===== config.mk =====
export PLATFORM = sky130hd
export DESIGN_NAME = mwcc_update
export DESIGN_NICKNAME = d
export VERILOG_FILES = /design/src/hdl/mwcc_pkg.sv /design/src/hdl/mwcc_update.sv
export SDC_FILE = /design/constraint.sdc
export NUM_CORES = 1
export LEC_CHECK = 0
export ABC_AREA = 1
export BUFFER_PORTS_ARGS = -buffer_cell sky130_fd_sc_hd__buf_2
export CORE_ASPECT_RATIO = 0.5
export CORE_MARGIN = 2
export CORE_UTILIZATION = 55
export DETAILED_ROUTE_END_ITERATION = 7
export GPL_ROUTABILITY_DRIVEN = 0
export PLACE_DENSITY_LB_ADDON = 0.3
export SYNTH_ARGS = -nofsm -noshare
export SYNTH_HDL_FRONTEND = slang
export SYNTH_SLANG_ARGS = --single-unit

===== constraint.sdc =====
create_clock -name vclk -period 9.9
set_input_delay 0.495 -clock vclk [all_inputs]
set_output_delay 0.495 -clock vclk [all_outputs]
set_load 0.005 [all_outputs]

===== src/hdl/mwcc_pkg.sv =====
// mwcc_pkg: shared types, register and width codes, and byte-order helpers
// used by the multi-width crc checker modules
// no dependencies
`default_nettype none

package mwcc_pkg;

  localparam int DATA_W = 8;
  localparam int CRC_W  = 64;
  localparam int MODE_W = 2;
  localparam int ADDR_W = 4;

  localparam logic [MODE_W-1:0] MODE_W8  = 2'd0;
  localparam logic [MODE_W-1:0] MODE_W16 = 2'd1;
  localparam logic [MODE_W-1:0] MODE_W32 = 2'd2;
  localparam logic [MODE_W-1:0] MODE_W64 = 2'd3;

  localparam logic REG_WIDTH_MODE = 1'b0;
  localparam logic REG_POLYNOMIAL = 1'b1;

  typedef struct packed {
    logic [CRC_W-1:0]  expected_crc;
    logic              last_byte;
    logic [DATA_W-1:0] data_byte;
  } item_t;

  typedef struct packed {
    logic [CRC_W-1:0] crc_value;
    logic             crc_match;
  } result_t;

  function automatic logic [CRC_W-1:0] width_mask(input logic [MODE_W-1:0] mode);
    logic [CRC_W-1:0] m;
    unique case (mode)
      MODE_W8:  m = {{(CRC_W-8){1'b0}}, {8{1'b1}}};
      MODE_W16: m = {{(CRC_W-16){1'b0}}, {16{1'b1}}};
      MODE_W32: m = {{(CRC_W-32){1'b0}}, {32{1'b1}}};
      default:  m = {CRC_W{1'b1}};
    endcase
    return m;
  endfunction

  function automatic logic [CRC_W-1:0] top_bit(input logic [MODE_W-1:0] mode);
    logic [CRC_W-1:0] t;
    unique case (mode)
      MODE_W8:  t = {{(CRC_W-8){1'b0}}, 1'b1, 7'b0};
      MODE_W16: t = {{(CRC_W-16){1'b0}}, 1'b1, 15'b0};
      MODE_W32: t = {{(CRC_W-32){1'b0}}, 1'b1, 31'b0};
      default:  t = {1'b1, {(CRC_W-1){1'b0}}};
    endcase
    return t;
  endfunction

  // reverse the low crc-width bytes, upper bytes zero
  function automatic logic [CRC_W-1:0] swap_bytes(input logic [CRC_W-1:0] v,
                                                  input logic [MODE_W-1:0] mode);
    logic [CRC_W-1:0] r;
    unique case (mode)
      MODE_W8:  r = {{(CRC_W-8){1'b0}}, v[7:0]};
      MODE_W16: r = {{(CRC_W-16){1'b0}}, v[7:0], v[15:8]};
      MODE_W32: r = {{(CRC_W-32){1'b0}}, v[7:0], v[15:8], v[23:16], v[31:24]};
      default:  r = {v[7:0], v[15:8], v[23:16], v[31:24],
                     v[39:32], v[47:40], v[55:48], v[63:56]};
    endcase
    return r;
  endfunction

  // place the message byte at the top of the crc width
  function automatic logic [CRC_W-1:0] align_byte(input logic [DATA_W-1:0] d,
                                                  input logic [MODE_W-1:0] mode);
    logic [CRC_W-1:0] a;
    unique case (mode)
      MODE_W8:  a = {{(CRC_W-8){1'b0}}, d};
      MODE_W16: a = {{(CRC_W-16){1'b0}}, d, 8'b0};
      MODE_W32: a = {{(CRC_W-32){1'b0}}, d, 24'b0};
      default:  a = {d, {(CRC_W-8){1'b0}}};
    endcase
    return a;
  endfunction

endpackage

`default_nettype wire


===== src/hdl/mwcc_update.sv =====
// mwcc_update: one-byte msb-first crc update over the selected width,
// byte-order conversion of the result and the checksum compare
// depends on mwcc_pkg
`default_nettype none

module mwcc_update (
  input  wire logic [mwcc_pkg::MODE_W-1:0] width_mode,
  input  wire logic [mwcc_pkg::CRC_W-1:0]  polynomial,
  input  wire logic [mwcc_pkg::CRC_W-1:0]  crc_in,
  input  wire mwcc_pkg::item_t             item,
  output mwcc_pkg::result_t                result,
  output logic [mwcc_pkg::CRC_W-1:0]       crc_out
);

  logic [mwcc_pkg::CRC_W-1:0] mask;
  logic [mwcc_pkg::CRC_W-1:0] top;
  logic [mwcc_pkg::CRC_W-1:0] poly;
  logic [mwcc_pkg::CRC_W-1:0] crc;
  logic [mwcc_pkg::CRC_W-1:0] rep;

  always_comb begin
    mask = mwcc_pkg::width_mask(width_mode);
    top  = mwcc_pkg::top_bit(width_mode);
    poly = mwcc_pkg::swap_bytes(polynomial, width_mode);
    crc  = (crc_in & mask) ^ mwcc_pkg::align_byte(item.data_byte, width_mode);
    for (int i = 0; i < mwcc_pkg::DATA_W; i++) begin
      if ((crc & top) != '0) begin
        crc = ((crc << 1) ^ poly) & mask;
      end else begin
        crc = (crc << 1) & mask;
      end
    end
    rep = mwcc_pkg::swap_bytes(crc, width_mode);
    crc_out = crc;
    result.crc_value = rep;
    result.crc_match = (rep == (item.expected_crc & mask));
  end

endmodule

`default_nettype wire


After elaboration in Yosys (flattened, before gate mapping)
Index checks and enable logic that the tools add are counted. W data, S select, Z words.

Register bits after elaboration: 0. Input port bits: 203. Output and inout port bits: 129.

Eq/ne operators: 3. Mux-type cells: 13. Bitwise logic cells: 35. Reduce and logical (&&, ||, !) cells: 9.

Operators with widths (count): $and A64 B64 Y64 (26); $pmux W64 S3 (5); $xor A64 B64 Y64 (9); $mux W64 (8); $reduce_bool A64 Y1 (8); $eq A64 B64 Y1 (1); $eq A2 B1 Y1 const B (1); $eq A2 B2 Y1 const B (1); $logic_not A2 Y1 (1).

Longest topological paths before layout
Gate-level depths: netlist of the first run.

Depth in word-level cells: 30. Gate-level depth with buffers: 59. Mapped depth without buffers: 55.

Worst setup path before layout of the first run
No wires, ideal clock.

Path type: input-to-output. From: in width_mode[1] (netlist name). To: out result[0] (netlist name). Arrival time: 5.268 ns. Data required time: 9.405 ns. Setup slack: 4.137 ns. Stages on the path: 52. Buffers on the path: 7. Cells stage by stage: buf_6 -> nor2_2 -> buf_4 -> nand3_1 -> nand3_1 -> nand2_2 -> nor2_2 -> buf_4 -> nand2_1 -> nand2_2 -> nand2_4 -> nor2_4 -> nand2_1 -> nand3_2 -> nand2_2 -> nor2_4 -> nand2_1 -> nand3_2 -> (+16 left out) -> nor2_2 -> buf_4 -> nand2_1 -> nand3_2 -> nand2_4 -> nor2_8 -> buf_6 -> buf_6 -> nand2_1 -> nand2_1 -> nand4_1 -> nand2_1 -> nand2_1 -> nor2_1 -> nand2_1 -> nor2_1 -> nand3_1 -> nor2_1.

RTL lines: start, declared (line mwcc_update.sv:7) `input wire logic [mwcc_pkg::MODE_W-1:0] width_mode,`; end, declared (line mwcc_update.sv:11) `output mwcc_pkg::result_t result,`.

==> results of run 1 <==
==> layout make-up <==
type	instances	area, µm²	share of cell area
Multi-Input combinational cell	2677	13200	0.770
Timing Repair Buffer	380	2040	0.119
Inverter	380	1430	0.0834
Tap cell	382	478	0.0279
==> worst paths after layout <==
path     startpoint        end  slack (ns)  cells past startpoint
min         item[9]  result[0]        1.56                      9
max   width_mode[1]  result[0]        0.71                     49
==> per-stage QoR <==
| step | instances | hold slack, ns | worst slack, ns | setup TNS [ns] | cell area [µm²] |
|---|---|---|---|---|---|
| floorplan | 3198 | 1.20 | 4.14 | 0 | 15400 |
| global placement | 3818 | 1.55 | 0.759 | 0 | 17100 |
| detailed placement | 3818 | 1.57 | 0.590 | 0 | 17100 |
| CTS | 3818 | 1.57 | 0.592 | 0 | 17100 |
| global route | 3819 | 1.62 | -0.00263 | -0.00263 | 17100 |
| finish | 3819 | 1.56 | 0.706 | 0 | 17100 |
==> kinds of logic after synthesis <==
family	count (synthesis)
buffers and inverters	522
xor gates and xnor gates	364
AOI/OAI and AO/OA	290
and+or+nand+nor	2022
==> cell usage in the layout, fill, tap and decap left out, drive strengths merged <==
| cell | count |
|---|---|
| nand2 | 1417 |
| buf | 380 |
| inv | 372 |
| nor2 | 310 |
| xor2 | 291 |
| o21ai | 218 |
| nand3 | 215 |
| xnor2 | 73 |
| nand4 | 35 |
| a21oi | 28 |
| nor3 | 23 |
| o22ai | 15 |
| nand3b | 12 |
| o211ai | 10 |
| o221ai | 9 |
| clkinv | 8 |
| o21a | 7 |
| or2 | 7 |
| and2 | 4 |
| o21bai | 2 |
| o2111ai | 1 |
==> worst max-delay path: cells and delay by family <==
family                 cells  cell delay, ns
and+or+nand+nor           42            6.02
AOI/OAI and AO/OA          1            0.33
buffers and inverters      6            1.81
==> routing by layer <==
layer	vias up	share of wire	routed length (µm)
met4	2	0.038	2450
met1	9412	0.40	25700
li1	10300	-	-
met3	187	0.18	11600
met5	-	0.00023	15
met2	1421	0.39	25200
==> impl_metrics.xml, run 1 <==
<?xml version="1.0" encoding="UTF-8"?>
<metrics>
  <group name="timing">
    <metric name="worst_max_slew_pin_slew" unit="ns">1.53</metric>
    <metric name="achievable-frequency" unit="GHz">0.109</metric>
    <metric name="period_needed" unit="ns">9.19</metric>
    <metric name="maxSlewViolCount" unit="">5</metric>
    <metric name="timing_hold_violations_final" unit="">0</metric>
    <metric name="slew-limit-headroom" unit="">-0.0337</metric>
    <metric name="final-setup-viol-count" unit="">0</metric>
    <metric name="min_period_over_period" unit="">0.929</metric>
  </group>
  <group name="drt">
    <metric name="dr_total_vias" unit="">21300</metric>
    <metric name="drt_iter0_markers" unit="">3118</metric>
    <metric name="detail_route.first_pass.iterations" unit="">8</metric>
    <metric name="detail_route.vias_per_cell" unit="">5.58</metric>
    <metric name="drt-total-wl" unit="µm">65000</metric>
    <metric name="route.antenna.remaining_nets" unit="">0</metric>
    <metric name="detail_route.drc_violations" unit="">5</metric>
    <metric name="avgRoutedWirePerCell" unit="µm">17.0</metric>
  </group>
  <group name="logic_synthesis">
    <metric name="syn_avg_cell_area" unit="µm²">4.80</metric>
    <metric name="synth.yosys.warnings" unit="">0</metric>
    <metric name="post_synthesis_net_count" unit="">3401</metric>
    <metric name="synthAdderAreaFrac" unit="">0</metric>
    <metric name="gate_count_post_synth" unit="">3198</metric>
    <metric name="synth_commonest_cells" unit="">1383 x nand2_1, 353 x inv_1, 291 x xor2_1</metric>
    <metric name="post_synth_xor_area_fraction" unit="">0.208</metric>
    <metric name="synth_largest_area_cell" unit="">nand2_1</metric>
    <metric name="synth_compound_gate_area_share" unit="">0.107</metric>
    <metric name="cell_types_occupying_the_most_area_after_synthesis" unit="">nand2_1 34%, xor2_1 17%, inv_1 8.6%, nor2_1 7.0%, nand3_1 6.7%</metric>
    <metric name="yosys.area.top_type_share" unit="">0.338</metric>
    <metric name="synthDistinctLibCells" unit="">41</metric>
    <metric name="synth-seq-area-share" unit="">0</metric>
    <metric name="yosys.area_share.simple" unit="">0.543</metric>
    <metric name="synth.area.mux_share" unit="">0</metric>
    <metric name="syn-cell-area" unit="µm²">15400</metric>
    <metric name="synth_top_family_by_area" unit="">simple AND/OR/NAND/NOR gates</metric>
    <metric name="post-synth-top-count-cell" unit="">nand2_1</metric>
  </group>
  <group name="critical_path">
    <metric name="worstPathRequired" unit="ns">9.41</metric>
    <metric name="critical-path-top-cell-by-count" unit="">nand2_1</metric>
    <metric name="timing.setup.critical_path_class" unit="">primary input to output port</metric>
    <metric name="timing.critical_path.from_type" unit="">primary input</metric>
    <metric name="critical_path_arrival" unit="ns">8.70</metric>
    <metric name="critPathMaxFanout" unit="">44</metric>
    <metric name="worst_path_largest_cell_delay" unit="ns">0.54</metric>
    <metric name="cp_slowest_cell" unit="">nor2_4</metric>
    <metric name="endpoint_kind" unit="">output port</metric>
  </group>
  <group name="grt">
    <metric name="groute.usage.overall" unit="">0.426</metric>
    <metric name="largest_net_degree_at_the_start_of_global_routing" unit="">59</metric>
    <metric name="grt_first_pass_wirelength" unit="µm">97800</metric>
    <metric name="met1_usage" unit="">0.575</metric>
    <metric name="grt_antenna_before_repair" unit="">1</metric>
    <metric name="grt-busiest-layer" unit="">met2</metric>
    <metric name="grtUsageMet3" unit="">0.149</metric>
    <metric name="globalRouteOverflowTotal" unit="">0</metric>
    <metric name="grtUsageMet2" unit="">0.629</metric>
    <metric name="first_global_vias" unit="">18100</metric>
  </group>
  <group name="cells_and_area">
    <metric name="post_route_cells_drive_above_1_share" unit="">0.142</metric>
    <metric name="number_of_diodes_added_for_antenna_fixing" unit="">0</metric>
    <metric name="sequential_cell_total" unit="">0</metric>
    <metric name="syn_to_final_growth" unit="%">11.6</metric>
    <metric name="fin_util" unit="">0.622</metric>
    <metric name="n_fill_cell" unit="">2967</metric>
    <metric name="finalNetCount" unit="">3642</metric>
    <metric name="clock_buffer_count" unit="">0</metric>
    <metric name="seqCellArea" unit="µm²">0</metric>
  </group>
  <group name="floorplan">
    <metric name="dieWidth" unit="µm">240</metric>
    <metric name="floorplan.die_area" unit="µm²">29300</metric>
    <metric name="ios" unit="">332</metric>
    <metric name="num_rows" unit="">43</metric>
    <metric name="floorplan.initialDensity" unit="">0.557</metric>
    <metric name="die_y" unit="µm">122</metric>
    <metric name="floorplan.core_area" unit="µm²">27500</metric>
  </group>
  <group name="hold_path">
    <metric name="holdCritPathClass" unit="">primary input to output port</metric>
  </group>
  <group name="cts">
    <metric name="number_of_hold_repair_buffers_added_at_the_cts_stage" unit="">0</metric>
    <metric name="post_cts.repair.setup_buffers" unit="">0</metric>
    <metric name="post_cts_sizing_count" unit="">0</metric>
  </group>
  <group name="placement">
    <metric name="hpwl_after_detailed_placement" unit="µm">52600</metric>
    <metric name="port_buffers" unit="">331</metric>
  </group>
  <group name="run_status">
    <metric name="run_status" unit="">finished with violations</metric>
    <metric name="failed_checks" unit="">DRC, capacitance limit, slew limit</metric>
  </group>
  <group name="run">
    <metric name="drv.max_cap_violation_count" unit="">1</metric>
  </group>
</metrics>
Power of run 1 is left out: the tool's default activity adds up to more than one toggle a clock period on the data nets, which glitch-free logic cannot reach.
==> inputs of run 2 (changes only) <==
--- a/config.mk
+++ b/config.mk
@@ -9,7 +9,7 @@
 export BUFFER_PORTS_ARGS = -buffer_cell sky130_fd_sc_hd__buf_2
 export CORE_ASPECT_RATIO = 0.5
 export CORE_MARGIN = 2
-export CORE_UTILIZATION = 55
+export CORE_UTILIZATION = 60
 export DETAILED_ROUTE_END_ITERATION = 7
 export GPL_ROUTABILITY_DRIVEN = 0
 export PLACE_DENSITY_LB_ADDON = 0.3
==> run 2 against run 1 <==
Compared with the run above: the flow finishes with violations (DRC); routed wire length fell by 0.45%; non-clock buffer count shrank 11; clock-buffer cell count unchanged; worst setup slack worse by 0.078 ns; fmax decreased by 0.84%; die area decreased by 8.1%; first-iteration DRC count fell by 0.51%; sequential cell count unchanged; highest routed layer is now met4.
==> impl_metrics.xml, run 2 (synthesis results as in run 1) <==
<?xml version="1.0" encoding="UTF-8"?>
<metrics>
  <group name="timing">
    <metric name="worst_max_slew_pin_slew" unit="ns">1.19</metric>
    <metric name="final-setup-viol-count" unit="">0</metric>
    <metric name="min_period_over_period" unit="">0.937</metric>
    <metric name="period_needed" unit="ns">9.27</metric>
    <metric name="slew-limit-headroom" unit="">0.197</metric>
    <metric name="achievable-frequency" unit="GHz">0.108</metric>
    <metric name="timing.final.ws_setup" unit="ns">0.628</metric>
    <metric name="maxSlewViolCount" unit="">0</metric>
    <metric name="rsz0062_at_grt" unit="">false</metric>
    <metric name="timing_hold_violations_final" unit="">0</metric>
    <metric name="fin_setup_tns" unit="ns">0</metric>
  </group>
  <group name="grt">
    <metric name="grt_antenna_before_repair" unit="">0</metric>
    <metric name="groute.usage.overall" unit="">0.460</metric>
    <metric name="grt_first_pass_wirelength" unit="µm">97300</metric>
    <metric name="first_global_vias" unit="">18000</metric>
    <metric name="globalRouteOverflowTotal" unit="">0</metric>
    <metric name="largest_net_degree_at_the_start_of_global_routing" unit="">65</metric>
  </group>
  <group name="placement">
    <metric name="worst_slack_at_placement" unit="ns">0.654</metric>
    <metric name="hpwl_after_detailed_placement" unit="µm">51800</metric>
    <metric name="dp_cells" unit="">3769</metric>
    <metric name="port_buffers" unit="">331</metric>
  </group>
  <group name="cells_and_area">
    <metric name="number_of_diodes_added_for_antenna_fixing" unit="">0</metric>
    <metric name="clock_buffer_count" unit="">0</metric>
    <metric name="post_route_cells_drive_above_1_share" unit="">0.139</metric>
    <metric name="fin_util" unit="">0.676</metric>
    <metric name="seqCellArea" unit="µm²">0</metric>
    <metric name="finalNetCount" unit="">3631</metric>
    <metric name="sequential_cell_total" unit="">0</metric>
    <metric name="mostFrequentLayoutCell" unit="">nand2_1</metric>
    <metric name="layout.cells.most_common_list" unit="">1382 x nand2_1, 353 x inv_1, 331 x buf_2, 291 x xor2_1, 286 x nor2_1</metric>
    <metric name="syn_to_final_growth" unit="%">10.8</metric>
    <metric name="layout.cells.non_filler" unit="">3770</metric>
  </group>
  <group name="floorplan">
    <metric name="floorplan.die_area" unit="µm²">27000</metric>
    <metric name="floorplan.core_area" unit="µm²">25200</metric>
    <metric name="floorplan.initialDensity" unit="">0.609</metric>
    <metric name="ios" unit="">332</metric>
    <metric name="die_y" unit="µm">117</metric>
    <metric name="num_rows" unit="">41</metric>
    <metric name="dieWidth" unit="µm">230</metric>
  </group>
  <group name="drt">
    <metric name="route.antenna.remaining_nets" unit="">0</metric>
    <metric name="detail_route.drc_violations" unit="">6</metric>
    <metric name="detail_route.vias_per_cell" unit="">5.73</metric>
    <metric name="drt_iter0_markers" unit="">3102</metric>
    <metric name="drt-total-wl" unit="µm">64700</metric>
    <metric name="dr_total_vias" unit="">21600</metric>
    <metric name="avgRoutedWirePerCell" unit="µm">17.2</metric>
    <metric name="detail_route.first_pass.iterations" unit="">8</metric>
  </group>
  <group name="hold_path">
    <metric name="holdCritPathClass" unit="">primary input to output port</metric>
  </group>
  <group name="critical_path">
    <metric name="timing.critical_path.from_type" unit="">primary input</metric>
    <metric name="critical_path_arrival" unit="ns">8.78</metric>
    <metric name="critPathMaxFanout" unit="">50</metric>
    <metric name="cp_slowest_cell" unit="">buf_4</metric>
    <metric name="timing.setup.critical_path_class" unit="">primary input to output port</metric>
    <metric name="critical-path-top-cell-by-count" unit="">nand2_1</metric>
    <metric name="worst_path_largest_cell_delay" unit="ns">0.54</metric>
    <metric name="worstPathRequired" unit="ns">9.41</metric>
    <metric name="endpoint_kind" unit="">output port</metric>
  </group>
  <group name="run_status">
    <metric name="failed_checks" unit="">DRC</metric>
    <metric name="run_status" unit="">finished with violations</metric>
  </group>
  <group name="run">
    <metric name="drv.max_cap_violation_count" unit="">0</metric>
  </group>
</metrics>
==> run 2: changes by cell type in the layout (fill, tap and decap cells not counted) <==
cell     change
buf_4       -11
buf_12       +1
buf_6        -1
nand2_2      -1
nand2_4      +1
o21ai_0      -1
o21ai_1      +1
==> run 2: metal layers <==
metal | up-vias | routed length, µm | GRT usage
met5 | - | 0 | 0
met4 | 0 | 3490 | 0.213
met3 | 283 | 11800 | 0.145
met2 | 1597 | 24900 | 0.678
met1 | 9485 | 24600 | 0.615
li1 | 10200 | - | -
==> run 2: final cells by class <==
cell class         instances  area, µm²
repair buffers           369       1970
fillers                 2489       8170
inverters                380       1430
multi-input cells       2677      13200
well taps                344        430
==> run 2: final timing paths <==
path	start	to	slack, ns	cells past startpoint
worst min-delay path	item[43]	result[0]	1.53	9
worst max-delay path	width_mode[0]	result[0]	0.63	53
==> run 2: timing repair <==
item | CTS | global route
setup buffers | 0 | 0
resized for setup | 0 | 6
setup endpoints to repair | 0 | 1
hold endpoints to repair | 0 | 0
hold buffers | 0 | 0
==> run 2: critical path, delay by kind of cell <==
family	cells	cell delay, ns
simple gates	41	5.61
buf+inv	11	2.05
compound gates	1	0.51
==> run 2: per-stage QoR <==
step / instance area (µm²) / hold WS [ns]
global placement: 17000 / 1.53
finish: 17000 / 1.53
CTS: 17000 / 1.53
detailed placement: 17000 / 1.53
floorplan: 15400 / 1.20
global route: 17000 / 1.63
Power of run 2 is left out for the same reason.
